<file path="src/utf8ss_pkg.sv">
// ----------------------------------------------------------------------------
// UTF-8 stream sanitizer package
// Shared payload types, byte range limits and register map of the sanitizer.
// ----------------------------------------------------------------------------
`default_nettype none

package utf8ss_pkg;

  // Byte ranges of the lead and continuation classes.
  localparam logic [7:0] ASCII_HI = 8'h7f;
  localparam logic [7:0] CONT_LO  = 8'h80;
  localparam logic [7:0] CONT_HI  = 8'hbf;
  localparam logic [7:0] LEAD2_LO = 8'hc2;
  localparam logic [7:0] LEAD2_HI = 8'hdf;
  localparam logic [7:0] LEAD3_LO = 8'he0;
  localparam logic [7:0] LEAD3_HI = 8'hef;
  localparam logic [7:0] LEAD4_LO = 8'hf0;
  localparam logic [7:0] LEAD4_HI = 8'hf4;

  // Replacement character U+FFFD in UTF-8.
  localparam logic [7:0] REPL_B0 = 8'hef;
  localparam logic [7:0] REPL_B1 = 8'hbf;
  localparam logic [7:0] REPL_B2 = 8'hbd;

  localparam int PEND_DEPTH  = 4;
  localparam int BURST_DEPTH = 7;
  localparam int CNT_W       = 3;

  // Configuration port.
  localparam int PADDR_W = 3;
  localparam int PDATA_W = 32;
  localparam logic [PADDR_W-1:0] REG_TRUNCATE_ADDR = 3'd0;

  typedef struct packed {
    logic [7:0] in_byte;
    logic       in_last;
  } in_t;

  typedef struct packed {
    logic [7:0] out_byte;
    logic       byte_valid;
    logic       out_last;
    logic       was_truncated;
  } out_t;

  typedef out_t [BURST_DEPTH-1:0] burst_t;

  // Results produced by one input transaction.
  typedef struct packed {
    burst_t           entries;
    logic [CNT_W-1:0] count;
  } burst_load_t;

endpackage

`default_nettype wire

</file>
<file path="src/utf8ss_cfg.sv">
// ----------------------------------------------------------------------------
// UTF-8 sanitizer configuration register
// APB-style access to the truncate_on_error control bit.
// ----------------------------------------------------------------------------
`default_nettype none

module utf8ss_cfg (
  input  wire logic                             clk,
  input  wire logic                             rst,
  input  wire logic                             psel,
  input  wire logic                             penable,
  input  wire logic                             pwrite,
  input  wire logic [utf8ss_pkg::PADDR_W-1:0]   paddr,
  input  wire logic [utf8ss_pkg::PDATA_W-1:0]   pwdata,
  output logic      [utf8ss_pkg::PDATA_W-1:0]   prdata,
  output logic                                  pready,
  output logic                                  truncate_on_error
);

  logic wr_en;

  assign pready = 1'b1;
  assign wr_en  = psel && penable && pwrite && pready
                  && (paddr == utf8ss_pkg::REG_TRUNCATE_ADDR);

  always_ff @(posedge clk) begin
    if (rst) begin
      truncate_on_error <= 1'b0;
    end else if (wr_en) begin
      truncate_on_error <= pwdata[0];
    end
  end

  always_comb begin
    prdata = '0;
    if (paddr == utf8ss_pkg::REG_TRUNCATE_ADDR) begin
      prdata[0] = truncate_on_error;
    end
  end

endmodule

`default_nettype wire

</file>
<file path="src/utf8ss_step.sv">
// ----------------------------------------------------------------------------
// UTF-8 sanitizer decode step
// Holds the per-string decode state and builds the result burst of one byte.
// ----------------------------------------------------------------------------
`default_nettype none

module utf8ss_step (
  input  wire logic                    clk,
  input  wire logic                    rst,
  input  wire logic                    advance,
  input  wire utf8ss_pkg::in_t         item,
  input  wire logic                    truncate_on_error,
  output utf8ss_pkg::burst_load_t      load
);

  logic [1:0]                   cont_left;
  logic [1:0]                   cont_left_next;
  logic [utf8ss_pkg::CNT_W-1:0] pend_cnt;
  logic [utf8ss_pkg::CNT_W-1:0] pend_cnt_next;
  logic                         discarding;
  logic                         discarding_next;
  logic [7:0]                   pend      [utf8ss_pkg::PEND_DEPTH];
  logic [7:0]                   pend_next [utf8ss_pkg::PEND_DEPTH];

  logic [7:0]                   b;
  logic                         is_cont;
  logic [utf8ss_pkg::CNT_W-1:0] n_old;
  logic [utf8ss_pkg::CNT_W-1:0] n_new;
  logic [utf8ss_pkg::CNT_W:0]   total_sum;
  logic [utf8ss_pkg::CNT_W-1:0] total;
  logic [utf8ss_pkg::CNT_W:0]   rel_idx;

  // Next decode state.
  always_comb begin
    b               = item.in_byte;
    is_cont         = (b >= utf8ss_pkg::CONT_LO) && (b <= utf8ss_pkg::CONT_HI);
    pend_next       = pend;
    pend_cnt_next   = pend_cnt;
    cont_left_next  = cont_left;
    discarding_next = discarding;
    if (!discarding) begin
      if (cont_left == 2'd0) begin
        // The previous group is released here, so the pending list restarts.
        pend_cnt_next = '0;
        priority if (b <= utf8ss_pkg::ASCII_HI) begin
          pend_next[0]  = b;
          pend_cnt_next = 3'd1;
        end else if ((b >= utf8ss_pkg::LEAD2_LO) && (b <= utf8ss_pkg::LEAD2_HI)) begin
          pend_next[0]   = b;
          pend_cnt_next  = 3'd1;
          cont_left_next = 2'd1;
        end else if ((b >= utf8ss_pkg::LEAD3_LO) && (b <= utf8ss_pkg::LEAD3_HI)) begin
          pend_next[0]   = b;
          pend_cnt_next  = 3'd1;
          cont_left_next = 2'd2;
        end else if ((b >= utf8ss_pkg::LEAD4_LO) && (b <= utf8ss_pkg::LEAD4_HI)) begin
          pend_next[0]   = b;
          pend_cnt_next  = 3'd1;
          cont_left_next = 2'd3;
        end else if (truncate_on_error) begin
          discarding_next = 1'b1;
        end else begin
          pend_next[0]  = utf8ss_pkg::REPL_B0;
          pend_next[1]  = utf8ss_pkg::REPL_B1;
          pend_next[2]  = utf8ss_pkg::REPL_B2;
          pend_cnt_next = 3'd3;
        end
      end else begin
        priority if (is_cont) begin
          if (pend_cnt < 3'(utf8ss_pkg::PEND_DEPTH)) begin
            pend_next[pend_cnt[1:0]] = b;
            pend_cnt_next            = pend_cnt + 3'd1;
          end
          cont_left_next = cont_left - 2'd1;
        end else if (truncate_on_error) begin
          discarding_next = 1'b1;
          pend_cnt_next   = '0;
          cont_left_next  = 2'd0;
        end else begin
          // Broken group: replacement character, then the offending byte raw.
          pend_next[0]   = utf8ss_pkg::REPL_B0;
          pend_next[1]   = utf8ss_pkg::REPL_B1;
          pend_next[2]   = utf8ss_pkg::REPL_B2;
          pend_next[3]   = b;
          pend_cnt_next  = 3'd4;
          cont_left_next = 2'd0;
        end
      end
    end
  end

  // Result burst: old group first, then at end of string the new group.
  always_comb begin
    n_old     = (!discarding && (cont_left == 2'd0)) ? pend_cnt : '0;
    n_new     = (item.in_last && !discarding_next && (cont_left_next == 2'd0))
                ? pend_cnt_next : '0;
    total_sum = {1'b0, n_old} + {1'b0, n_new};
    total     = total_sum[utf8ss_pkg::CNT_W-1:0];
    rel_idx   = '0;
    load      = '0;
    for (int j = 0; j < utf8ss_pkg::BURST_DEPTH; j++) begin
      rel_idx = 4'(j) - {1'b0, n_old};
      if (3'(j) < n_old) begin
        load.entries[j].out_byte = pend[j[1:0]];
      end else begin
        load.entries[j].out_byte = pend_next[rel_idx[1:0]];
      end
      load.entries[j].byte_valid = 1'b1;
    end
    load.count = total;
    if (item.in_last) begin
      if (total == '0) begin
        // Bare end marker.
        load.entries[0] = '0;
        load.entries[0].out_last      = 1'b1;
        load.entries[0].was_truncated = discarding_next;
        load.count = 3'd1;
      end else begin
        load.entries[total - 3'd1].out_last      = 1'b1;
        load.entries[total - 3'd1].was_truncated = discarding_next;
      end
    end
  end

  always_ff @(posedge clk) begin
    if (rst) begin
      cont_left  <= 2'd0;
      pend_cnt   <= '0;
      discarding <= 1'b0;
    end else if (advance) begin
      if (item.in_last) begin
        cont_left  <= 2'd0;
        pend_cnt   <= '0;
        discarding <= 1'b0;
      end else begin
        cont_left  <= cont_left_next;
        pend_cnt   <= pend_cnt_next;
        discarding <= discarding_next;
      end
    end
  end

  always_ff @(posedge clk) begin
    if (advance) begin
      pend <= pend_next;
    end
  end

endmodule

`default_nettype wire

</file>
<file path="src/utf8ss_obuf.sv">
// ----------------------------------------------------------------------------
// UTF-8 sanitizer output buffer
// Holds one result burst and hands it out one transaction per cycle unless out_stall holds it.
// ----------------------------------------------------------------------------
`default_nettype none

module utf8ss_obuf (
  input  wire logic                    clk,
  input  wire logic                    rst,
  input  wire logic                    load_en,
  input  wire utf8ss_pkg::burst_load_t load,
  output logic                         can_load,
  output logic                         out_valid,
  input  wire logic                    out_stall,
  output utf8ss_pkg::out_t             out_data
);

  utf8ss_pkg::burst_t           entries;
  logic [utf8ss_pkg::CNT_W-1:0] cnt;
  logic                         pop;

  assign out_valid = (cnt != '0);
  assign out_data  = entries[0];
  assign pop       = out_valid && !out_stall;
  // A new burst may enter once the current one is gone or leaves this cycle.
  assign can_load  = (cnt == '0) || ((cnt == 3'd1) && pop);

  always_ff @(posedge clk) begin
    if (rst) begin
      cnt <= '0;
    end else if (load_en) begin
      cnt <= load.count;
    end else if (pop) begin
      cnt <= cnt - 3'd1;
    end
  end

  always_ff @(posedge clk) begin
    if (load_en) begin
      entries <= load.entries;
    end else if (pop) begin
      for (int j = 0; j < utf8ss_pkg::BURST_DEPTH - 1; j++) begin
        entries[j] <= entries[j+1];
      end
    end
  end

endmodule

`default_nettype wire

</file>
<file path="src/utf8_stream_sanitizer_unit.sv">
// Path: a byte is registered at the input, then its results in the result buffer.
// Throughput: one byte per cycle while each byte yields at most one result and
// out_stall is low; a byte that yields several results (up to 7) holds the input
// until the single output port has drained the result buffer to its last result.
// Reset: synchronous rst clears decode state, buffers and truncate_on_error;
// the pending byte store is not cleared and is read only after being written.
// ----------------------------------------------------------------------------
// UTF-8 stream sanitizer
// Byte-serial UTF-8 validator that substitutes or truncates on invalid input.
// ----------------------------------------------------------------------------
`default_nettype none

module utf8_stream_sanitizer_unit (
  input  wire logic                             clk,
  input  wire logic                             rst,
  input  wire logic                             in_valid,
  output logic                                  in_stall,
  input  wire utf8ss_pkg::in_t                  in_data,
  output logic                                  out_valid,
  input  wire logic                             out_stall,
  output utf8ss_pkg::out_t                      out_data,
  input  wire logic                             psel,
  input  wire logic                             penable,
  input  wire logic                             pwrite,
  input  wire logic [utf8ss_pkg::PADDR_W-1:0]   paddr,
  input  wire logic [utf8ss_pkg::PDATA_W-1:0]   pwdata,
  output logic      [utf8ss_pkg::PDATA_W-1:0]   prdata,
  output logic                                  pready
);

  logic                    in_v;
  utf8ss_pkg::in_t         in_item;
  logic                    can_load;
  logic                    advance;
  logic                    truncate_on_error;
  utf8ss_pkg::burst_load_t load;

  assign advance  = in_v && can_load;
  assign in_stall = in_v && !can_load;

  always_ff @(posedge clk) begin
    if (rst) begin
      in_v <= 1'b0;
    end else if (!in_stall) begin
      in_v <= in_valid;
    end
  end

  always_ff @(posedge clk) begin
    if (in_valid && !in_stall) begin
      in_item <= in_data;
    end
  end

  utf8ss_cfg u_cfg (
    .clk               (clk),
    .rst               (rst),
    .psel              (psel),
    .penable           (penable),
    .pwrite            (pwrite),
    .paddr             (paddr),
    .pwdata            (pwdata),
    .prdata            (prdata),
    .pready            (pready),
    .truncate_on_error (truncate_on_error)
  );

  utf8ss_step u_step (
    .clk               (clk),
    .rst               (rst),
    .advance           (advance),
    .item              (in_item),
    .truncate_on_error (truncate_on_error),
    .load              (load)
  );

  utf8ss_obuf u_obuf (
    .clk       (clk),
    .rst       (rst),
    .load_en   (advance),
    .load      (load),
    .can_load  (can_load),
    .out_valid (out_valid),
    .out_stall (out_stall),
    .out_data  (out_data)
  );

endmodule

`default_nettype wire

</file>
<file path="config.mk">
export PLATFORM = sky130hd
export DESIGN_NAME = utf8_stream_sanitizer_unit
export DESIGN_NICKNAME = d
export VERILOG_FILES = /design/src/utf8ss_pkg.sv /design/src/utf8ss_cfg.sv /design/src/utf8ss_step.sv /design/src/utf8ss_obuf.sv /design/src/utf8_stream_sanitizer_unit.sv
export SDC_FILE = /design/constraint.sdc
export NUM_CORES = 1
export LEC_CHECK = 0
export BUFFER_PORTS_ARGS = -buffer_cell sky130_fd_sc_hd__clkbuf_2
export CORE_ASPECT_RATIO = 2
export CORE_MARGIN = 3
export CORE_UTILIZATION = 57
export CTS_CLUSTER_DIAMETER = 100
export DETAILED_ROUTE_END_ITERATION = 6
export PLACE_DENSITY = 0.79
export SETUP_SLACK_MARGIN = 0.2
export SLEW_MARGIN = 10
export SYNTH_ARGS = -nofsm -noshare
export SYNTH_HDL_FRONTEND = slang
export SYNTH_SLANG_ARGS = --single-unit
</file>
<file path="constraint.sdc">
create_clock -name clk -period 8.81 [get_ports clk]
set_input_delay 1.762 -clock clk [delete_from_list [all_inputs] [get_ports clk]]
set_output_delay 1.762 -clock clk [all_outputs]
set_load 0.03 [all_outputs]
</file>
### Word level (Yosys, flattened, before mapping)

Index checks and enable logic that the tools add are counted.

* input port bits: 51
* register bits: 129
* output and inout bits: 46

* muxes and demuxes: 91
* eq/ne operators: 1
* $add $sub $neg: 12
* reductions and logical operators: 31
* magnitude comparators: 28
* bitwise gates (word level): 9

Operator list (number)
* 8-bit two-way mux: 27
* 66-bit two-way mux: 3
* 77-bit bitwise mux: 2
* 32-bit two-way mux: 4
* 8-bit binary-select mux with 2-bit select: 7
* 80-bit two-way mux: 1
* 11-bit demux with 3-bit select: 2
* 16-bit two-way mux: 4
* 24-bit two-way mux: 2
* 3-bit two-way mux: 15
* 32-bit bitwise mux: 1
* 8-bit greater-or-equal comparator, second input constant: 4
* 8-bit less-or-equal comparator, second input constant: 4
* 3-bit greater-or-equal comparator, second input constant: 8
* 2-bit NOT with 3-bit output: 8
* 2-bit two-way mux: 10
* 1-bit logical AND: 17
* 8-bit demux with 2-bit select: 1
* 1-bit two-way mux: 11
* 11-bit two-way mux: 1
* 3-bit logical NOT: 3
* 3-bit < comparator, first input constant: 3
* 8-bit by 7-bit less-or-equal comparator with 1-bit output, second input constant: 1
* 1-bit by 2-bit subtractor with 2-bit output, first input constant: 4
* 19 further kinds: 29

### Depth between registers and ports, before layout

Gate-level depths: netlist of the first run.

* word-level depth: 23
* mapped depth: 20

### Modules after synthesis

Synthesis of the first run repeated with hierarchy kept, for this count alone.

* cell total of the unflattened synthesis: 923
* area, all modules: 8923.6 µm²

Modules (own cells, without submodules)
* utf8ss_step: sequential area each 1081.0 µm², area an instance 4873.4 µm², cells each 678, instances 1
* utf8ss_obuf: sequential area each 2372.3 µm², area an instance 3409.5 µm², cells each 190, instances 1
* utf8_stream_sanitizer_unit: sequential area each 290.3 µm², area an instance 326.6 µm², cells each 14, instances 1
* utf8ss_cfg: sequential area each 20.0 µm², area an instance 314.1 µm², cells each 41, instances 1

### Least setup slack after synthesis of the first run

No wires, ideal clock.

* path type: in2reg
* start: in out_stall
* end: reg u_obuf.entries[41] in the netlist's numbering (data pin)
* slack: 4513 ps
* stages on the path: 7
* library setup time: 339 ps
* arrival time: 3957 ps
* cell sequence: nor2b_1 > o21a_1 > nand2_1 > clkinv_1 > clkbuf_1 > buf_1 > a31oi_1

* word-level cells in the longest chain between the ends: 6

Ends and longest elaborated chain
* start, declared: line utf8_stream_sanitizer_unit.sv:20 `input wire logic out_stall,`
* 1-bit logical NOT: line utf8ss_obuf.sv:24 `assign pop = out_valid && !out_stall;`
* 1-bit logical AND: line utf8ss_obuf.sv:24
* 1-bit logical AND: line utf8ss_obuf.sv:26 `assign can_load = (cnt == '0) || ((cnt == 3'd1) && pop);`
* 1-bit logical OR: line utf8ss_obuf.sv:26
* 1-bit logical AND: line utf8_stream_sanitizer_unit.sv:38 `assign advance = in_v && can_load;`
* via advance: line utf8_stream_sanitizer_unit.sv:34 `logic advance;`
* 66-bit two-way mux: line utf8ss_obuf.sv:39 `if (load_en) begin`
* end signal, assigned: line utf8ss_obuf.sv:40 `entries <= load.entries;`
* end signal, assigned by index: line utf8ss_obuf.sv:43 `entries[j] <= entries[j+1];`
* end, declared: line utf8ss_obuf.sv:18 `utf8ss_pkg::burst_t entries;`

The timed path passes the listed nets, and every way through them passes these cells.
A chain may end at the register's enable or synchronous reset.

### Worst setup path after layout of the first run

* start: reg in_item[8] in the netlist's numbering
* end: reg u_obuf.entries (netlist bit u_obuf.out_data[7]) (data pin)

* word-level cells in the longest chain between the ends: 20
* elaborated cells on any way between the ends: 65
* those cells by class: 2 x add/sub; 9 x order compare; 45 x mux; 9 x reduce/logical

Ends and longest elaborated chain
* start, declared: line utf8_stream_sanitizer_unit.sv:32 `utf8ss_pkg::in_t in_item;`
* start signal, assigned: line utf8_stream_sanitizer_unit.sv:51 `in_item <= in_data;`
* 8-bit greater-or-equal comparator or 8-bit less-or-equal comparator (tied branches): line utf8ss_step.sv:56 `end else if ((b >= utf8ss_pkg::LEAD4_LO) && (b <= utf8ss_pkg::LEAD4_HI)) begin`
* 1-bit logical AND: line utf8ss_step.sv:56
* 1-bit two-way mux: line utf8ss_step.sv:56
* 1-bit two-way mux: line utf8ss_step.sv:52 `end else if ((b >= utf8ss_pkg::LEAD3_LO) && (b <= utf8ss_pkg::LEAD3_HI)) begin`
* 1-bit two-way mux: line utf8ss_step.sv:48 `end else if ((b >= utf8ss_pkg::LEAD2_LO) && (b <= utf8ss_pkg::LEAD2_HI)) begin`
* 1-bit two-way mux: line utf8ss_step.sv:45 `priority if (b <= utf8ss_pkg::ASCII_HI) begin`
* 1-bit two-way mux: line utf8ss_step.sv:42 `if (cont_left == 2'd0) begin`
* 1-bit two-way mux: line utf8ss_step.sv:41 `if (!discarding) begin`
* (+4 left out)
* 3-bit adder: line utf8ss_step.sv:97 `total_sum = {1'b0, n_old} + {1'b0, n_new};`
* 3-bit by 1-bit subtractor with 3-bit output: line utf8ss_step.sv:119, utf8ss_step.sv:120
* 11-bit demux with 3-bit select
* 77-bit bitwise mux: line utf8ss_step.sv:119 `load.entries[total - 3'd1].out_last = 1'b1;`
* 77-bit bitwise mux: line utf8ss_step.sv:120 `load.entries[total - 3'd1].was_truncated = discarding_next;`
* 11-bit two-way mux: line utf8ss_step.sv:112 `if (total == '0) begin`
* 80-bit two-way mux *: line utf8ss_step.sv:111 `if (item.in_last) begin`
* 66-bit two-way mux *: line utf8ss_obuf.sv:39

Every way passes the cells marked *; elsewhere a longest branch is shown, timed or not. The select of a mux whose other input is x is not followed.

==> flow_metrics.tcl, run 1 <==
set metrics [dict create \
    clockBufferDepth 2 \
    die_width_um 88.9 \
    power.switching_mw 1.07 \
    path_cells "nand2b_1 -> a31oi_1 -> o21ai_0 -> nand4bb_1 -> nor2_1 -> ha_1 -> inv_1 -> fa_1 -> xnor2_1 -> xnor2_1 -> ha_1 -> a21oi_1 -> o21ai_0 -> a21oi_1 -> a21o_1" \
    grt_usage 0.358 \
    synth_edf_count 112 \
    cp-start-kind "flip-flop" \
    antenna_cells 0 \
    drcViolationCount 8 \
    total_power_mw 2.89 \
    clock_latency_ns 0.43 \
    synthArstFlopShare 0 \
    fin_util 0.640 \
    yosys.area.top_type "edfxtp_1" \
    whs_ns 0.515 \
    yosysTopAreaCellShare 0.429 \
    cts.clk_slew.worst_paths_ns 0.06 \
    root_buffer "clkbuf_16" \
    max_slew_margin 0.309 \
    ios 97 \
    cp_top_family "compound AO/OA/AOI/OAI gates" \
    met3WireLength_um 2230 \
    wl_met2_um 12800 \
    comb_power_share 0.340 \
    grt_antenna_before_repair 0 \
    hold_violations 0 \
    endpoint_kind "flip-flop" \
    top_layer "met4" \
    critPathKind "reg -> reg" \
    ys_ff_latch 123 \
    ys.flop_type "edfxtp_1" \
    required_ns 9.09 \
    slowest_stage "edfxtp_1" \
    cts_hold_buf 0 \
    placed_area_um2 7900 \
    cts_setup_buffers 0 \
    wl_um 26300 \
    met1Wirelength_um 9020 \
    fmax_ghz 0.192 \
    path_max_fanout 22 \
    violations "DRC" \
    core-area_um2 13400 \
    regArea_um2 3580 \
    setup_ws_ns 3.61 \
    multiInputGateArea_um2 3670 \
    dp.cells 985 \
    synth.area.top_cells "edfxtp_1, buf_4, o21ai_0" \
    ir_drop_mv 0.194 \
    drive_gt1_frac 0.136 \
    fin_worst_skew_ns 0.00886 \
    synth_common_cells "edfxtp_1, nand2_1, nor2_1" \
    mappedNetlistArea_um2 7830 \
    viasPerCell 7.09 \
    max_stage_delay_ns 0.79 \
    ys_types 80 \
    p_leak_nw 3.20 \
    overflow 0 \
    fin_cells 1017 \
    numCtsBuffers 17 \
    clock_sinks 123 \
    routedWlPerCell_um 25.9 \
    grt_pass1_wl_um 39800 \
    seq_area_frac_synth 0.458 \
    drv_cap 0 \
    reg2reg_slack_ns 3.61 \
    hpwl_um 18400 \
    gp_congestion 1.06 \
    grt_max_degree 52 \
    ctsResizeCount 0 \
    final-setup-viol-count 0 \
    drtPass1Iterations 7 \
    power_per_cell_area_nw_per_um2 337 \
    rsz0062_at_grt "no" \
    place_ws_ns 3.81 \
    period_share 0.590 \
    final_max_slew_viol_count 0 \
    yosys_warnings 0 \
    switching_share 0.370 \
    hold_path_class "reg -> reg" \
    tritoncts "done" \
    nNetsFinal 912 \
    min_period_ns 5.20 \
    htreeDepth 4 \
    syn_inst 840 \
    status "complete, but fails checks" \
    die_y_um 172 \
    ant_nets 0 \
    initial_core_util 0.583 \
    power_frac_clock 0.291 \
    die-area_um2 15300 \
    internal_power_mw 1.82 \
    synth.most_common_cell "edfxtp_1" \
    drtIter0Drc 824 \
    first_global_vias 6853 \
    vias 7208 \
    worstPathArrival_ns 5.48 \
    worst-path-buf-inv 1 \
    num_rows 60 \
    finalSetupTns_ns 0 \
    final_area_um2 8600 \
    syn_to_final_growth_pct 9.79 \
    power_frac_seq 0.369 \
    io_buffers 33 \
    avgSynthCellArea_um2 9.32 \
    worst_pin_slew_ns 1.04 \
    fillers 1086 \
]
-- routing by layer --
| metal | GRT usage | up-vias |
|---|---|---|
| met1 | 0.414 | 3397 |
| met4 | 0.258 | 0 |
| met2 | 0.582 | 554 |
| met5 | 0 | - |
| li1 | - | 3091 |
| met3 | 0.0628 | 166 |
-- registers in the layout, summed over array words and instances, names as in the netlist, 2 cells and up --
register          flops
u_step.pend          32
u_obuf.entries       60
in_item               9
u_step.cont_left      2
u_obuf.out_data      11
u_step.pend_cnt       3
u_obuf.cnt            3
-- path summary, 6_finish.rpt --
check,start,endpoint,cells after the start
max,in_item[8],u_obuf.out_data[7],15
min,in_v,in_v,2
max reg2reg,in_item[8],u_obuf.out_data[7],15
min reg2reg,in_v,in_v,2
-- cell type report --
class	instances	share of cell area
multi-input combinational	615	0.427
sequential	123	0.417
clock buffer	18	0.0499
timing repair buffer	52	0.0358
clock inverter	14	0.0308
tap	155	0.0226
inverter	40	0.0175
-- power by group through the flow --
| stage | clock network [mW] | logic [mW] | registers (mW) |
|---|---|---|---|
| 2_1_floorplan | 0 | 0.742 | 1.03 |
| 3_3_place_gp | 0 | 0.934 | 1.07 |
| 3_5_place_dp | 0 | 0.957 | 1.08 |
| 4_1_cts | 0.845 | 0.966 | 1.06 |
| 5_1_grt | 0.868 | 1.07 | 1.08 |
| 6_report | 0.841 | 0.985 | 1.07 |
-- worst register-to-register path, stage by stage (launching register included) --
cell       delay (ns)
edfxtp_1         0.79
nand2b_1         0.41
a31oi_1          0.36
o21ai_0          0.44
nand4bb_1        0.41
nor2_1           0.21
ha_1             0.17
inv_1            0.05
fa_1             0.38
xnor2_1          0.20
xnor2_1          0.12
ha_1             0.28
a21oi_1          0.66
o21ai_0          0.21
a21oi_1          0.22
a21o_1           0.15
-- cells by family after synthesis --
family / synth area share
compound gates: 0.243
fa+ha+maj: 0.0201
mux: 0.0208
other cells: 0.000959
xor+xnor: 0.00447
simple gates: 0.164
buf+inv: 0.0892
flops: 0.458
-- layout by cell type (no fill, tap or decap), types with 7 or more instances in the layout --
| master | n |
|---|---|
| nand3_1 | 24 |
| o211ai_1 | 11 |
| ha_1 | 11 |
| or3_1 | 7 |
| bufinv_16 | 7 |
| o22a_1 | 8 |
| a31oi_1 | 17 |
| a21oi_1 | 63 |
| inv_1 | 38 |
| mux2i_1 | 8 |
| nor3_1 | 20 |
| a211oi_1 | 8 |
| a21o_1 | 8 |
| clkbuf_16 | 17 |
| dfxtp_1 | 11 |
| o21ai_0 | 68 |
| o22ai_1 | 15 |
| buf_4 | 19 |
| nand2b_1 | 9 |
| conb_1 | 32 |
| edfxtp_1 | 112 |
| nand2_1 | 86 |
| nor2_1 | 78 |
| o31ai_1 | 9 |
| a221oi_1 | 11 |
| clkbuf_2 | 33 |
Note: power is estimated with default switching activity, not from simulation.
==> run 2: changes to the inputs <==
CORE_UTILIZATION = 53   (was 57)
PLACE_DENSITY = 0.77   (was 0.79)
clock period = 4.32 ns   (was 8.81 ns; I/O delays follow)
==> run 2 against run 1 <==
Against the previous run: the flow now finishes without violations; clock-buffer cell count is 1 lower; cell count is 8.5% higher; critical path depth is 2 higher; clock skew is 0.00099 ns higher; combinational power is 120% higher; first-iteration DRC count is 0.49% lower; hold slack better by 0.0085 ns; critical path type unchanged; largest cell class unchanged.
==> flow_metrics.tcl, run 2 (synthesis results as in run 1) <==
set metrics [dict create \
    die-area_um2 16400 \
    path_max_fanout 6 \
    routedWlPerCell_um 24.0 \
    drive_gt1_frac 0.200 \
    max_stage_delay_ns 0.49 \
    nNetsFinal 961 \
    min_to "u_obuf.out_data[1]" \
    grt_antenna_before_repair 0 \
    total_power_mw 5.73 \
    ant_nets 0 \
    cp-start-kind "flip-flop" \
    grt_pass1_wl_um 39800 \
    holdPathStages 1 \
    core-area_um2 14400 \
    worstPathArrival_ns 4.11 \
    grt_usage 0.327 \
    wl_um 26500 \
    cts.clk_slew.worst_paths_ns 0.06 \
    drtIter0Drc 820 \
    hold_path_class "reg -> reg" \
    drcViolationCount 0 \
    worst_pin_slew_ns 1.05 \
    reg2reg_to "u_obuf.out_data[4]" \
    tritoncts "done" \
    reg2reg_slack_ns 0.36 \
    clock_latency_ns 0.43 \
    grt_max_degree 78 \
    htreeDepth 4 \
    r2r_start "in_item[7]" \
    die_y_um 178 \
    initial_core_util 0.543 \
    fmax_ghz 0.253 \
    largest_reg_flops 60 \
    root_buffer "clkbuf_16" \
    num_rows 62 \
    fin_worst_skew_ns 0.00985 \
    holdCritStartpoint "u_obuf.entries[12]" \
    required_ns 4.48 \
    syn_to_final_growth_pct 15.4 \
    cp_top_family "simple AND/OR/NAND/NOR gates" \
    numCtsBuffers 17 \
    status "finished clean" \
    clockBufferDepth 2 \
    slowest_stage "edfxtp_1" \
    min_period_ns 3.96 \
    endpoint_kind "flip-flop" \
    vias 7306 \
    power_per_cell_area_nw_per_um2 634 \
    path_common_cell "buf_4" \
    p_leak_nw 3.41 \
    critPathKind "reg -> reg" \
    final_max_slew_viol_count 0 \
    hold_violations 0 \
    drv_cap 0 \
    final-setup-viol-count 0 \
    fin_cells 1103 \
    whs_ns 0.524 \
    first_global_vias 6942 \
    ios 97 \
    fin_util 0.626 \
    layout_commonest_cell "edfxtp_1" \
    max_slew_margin 0.298 \
    final_cell_mix "edfxtp_1, nand2_1, nor2_1" \
    overflow 0 \
    gp_congestion 1.01 \
    cts_hold_buf 0 \
    period_share 0.916 \
    rsz0062_at_grt "no" \
    largest-register "u_obuf.entries" \
    io_buffers 33 \
    clock_sinks 123 \
    ir_drop_mv 0.298 \
    viasPerCell 6.62 \
    worst-r2r-cell-count 17 \
    dp.cells 1052 \
    antenna_cells 0 \
    path_cells "buf_6 -> nand3b_1 -> nand2_1 -> nor3_4 -> buf_4 -> a211oi_1 -> a21oi_1 -> nand2b_1 -> fa_2 -> xnor2_1 -> xnor2_1 -> ha_2 -> a21oi_1 -> buf_4 -> buf_4 -> a32oi_1 -> nand2_1" \
    hpwl_um 18500 \
    worst-path-buf-inv 4 \
    drtPass1Iterations 6 \
    finalSetupTns_ns 0 \
    die_width_um 92.0 \
]
## run 2: cell types whose count changed in the layout (fill, tap and decap cells not counted), sizes merged
cell / change
buf: +49
bufinv: -5
clkinv: +2
clkinvlp: +2
inv: +2
clkbuf: -1
## run 2: area by class of cell
type | count | area (um2)
Timing Repair Buffer | 101 | 692
Fill cell | 1239 | 5390
Sequential cell | 123 | 3580
Inverter | 40 | 151
Tap cell | 192 | 240
Multi-Input combinational cell | 615 | 3780
Clock inverter | 15 | 163
Clock buffer | 17 | 425
## run 2: metal layers
metal	vias to the layer above	wire (um)	GRT usage	part of all wire
met3	169	2350	0.0539	0.089
li1	3192	-	-	-
met2	545	13100	0.560	0.49
met4	0	2310	0.244	0.087
met1	3400	8700	0.360	0.33
met5	-	0	0	0
## run 2: through the flow
stage | setup slack [ns] | cell area, um2
after floorplan | 0.559 | 7940
after global placement | 0.167 | 8190
after detailed placement | 0.120 | 8190
after CTS | 0.189 | 8820
after global routing | 0.211 | 9040
final | 0.363 | 9040
## run 2: timing repair
| item | in CTS | in global routing |
|---|---|---|
| cloned | 0 | 0 |
| pin swaps | 1 | 13 |
| gates resized for setup | 3 | 20 |
| setup buffers | 5 | 14 |
| endpoints found under the setup margin | 7 | 23 |
## run 2: power breakdown
group	switching, mW	internal (mW)
Clock	0.582	0.857
Combinational	1.44	0.701
Sequential	0.188	1.96
## run 2: worst max path at each step
stage               start                  to  depth (start not counted)
2_1_floorplan  in_item[4]  u_obuf.entries[56]                         15
3_3_place_gp   in_item[5]  u_obuf.out_data[4]                         16
3_5_place_dp   in_item[5]  u_obuf.out_data[4]                         16
4_1_cts        in_item[3]  u_obuf.out_data[4]                         17
5_1_grt        in_item[7]  u_obuf.out_data[4]                         17
6_report       in_item[7]  u_obuf.out_data[4]                         17
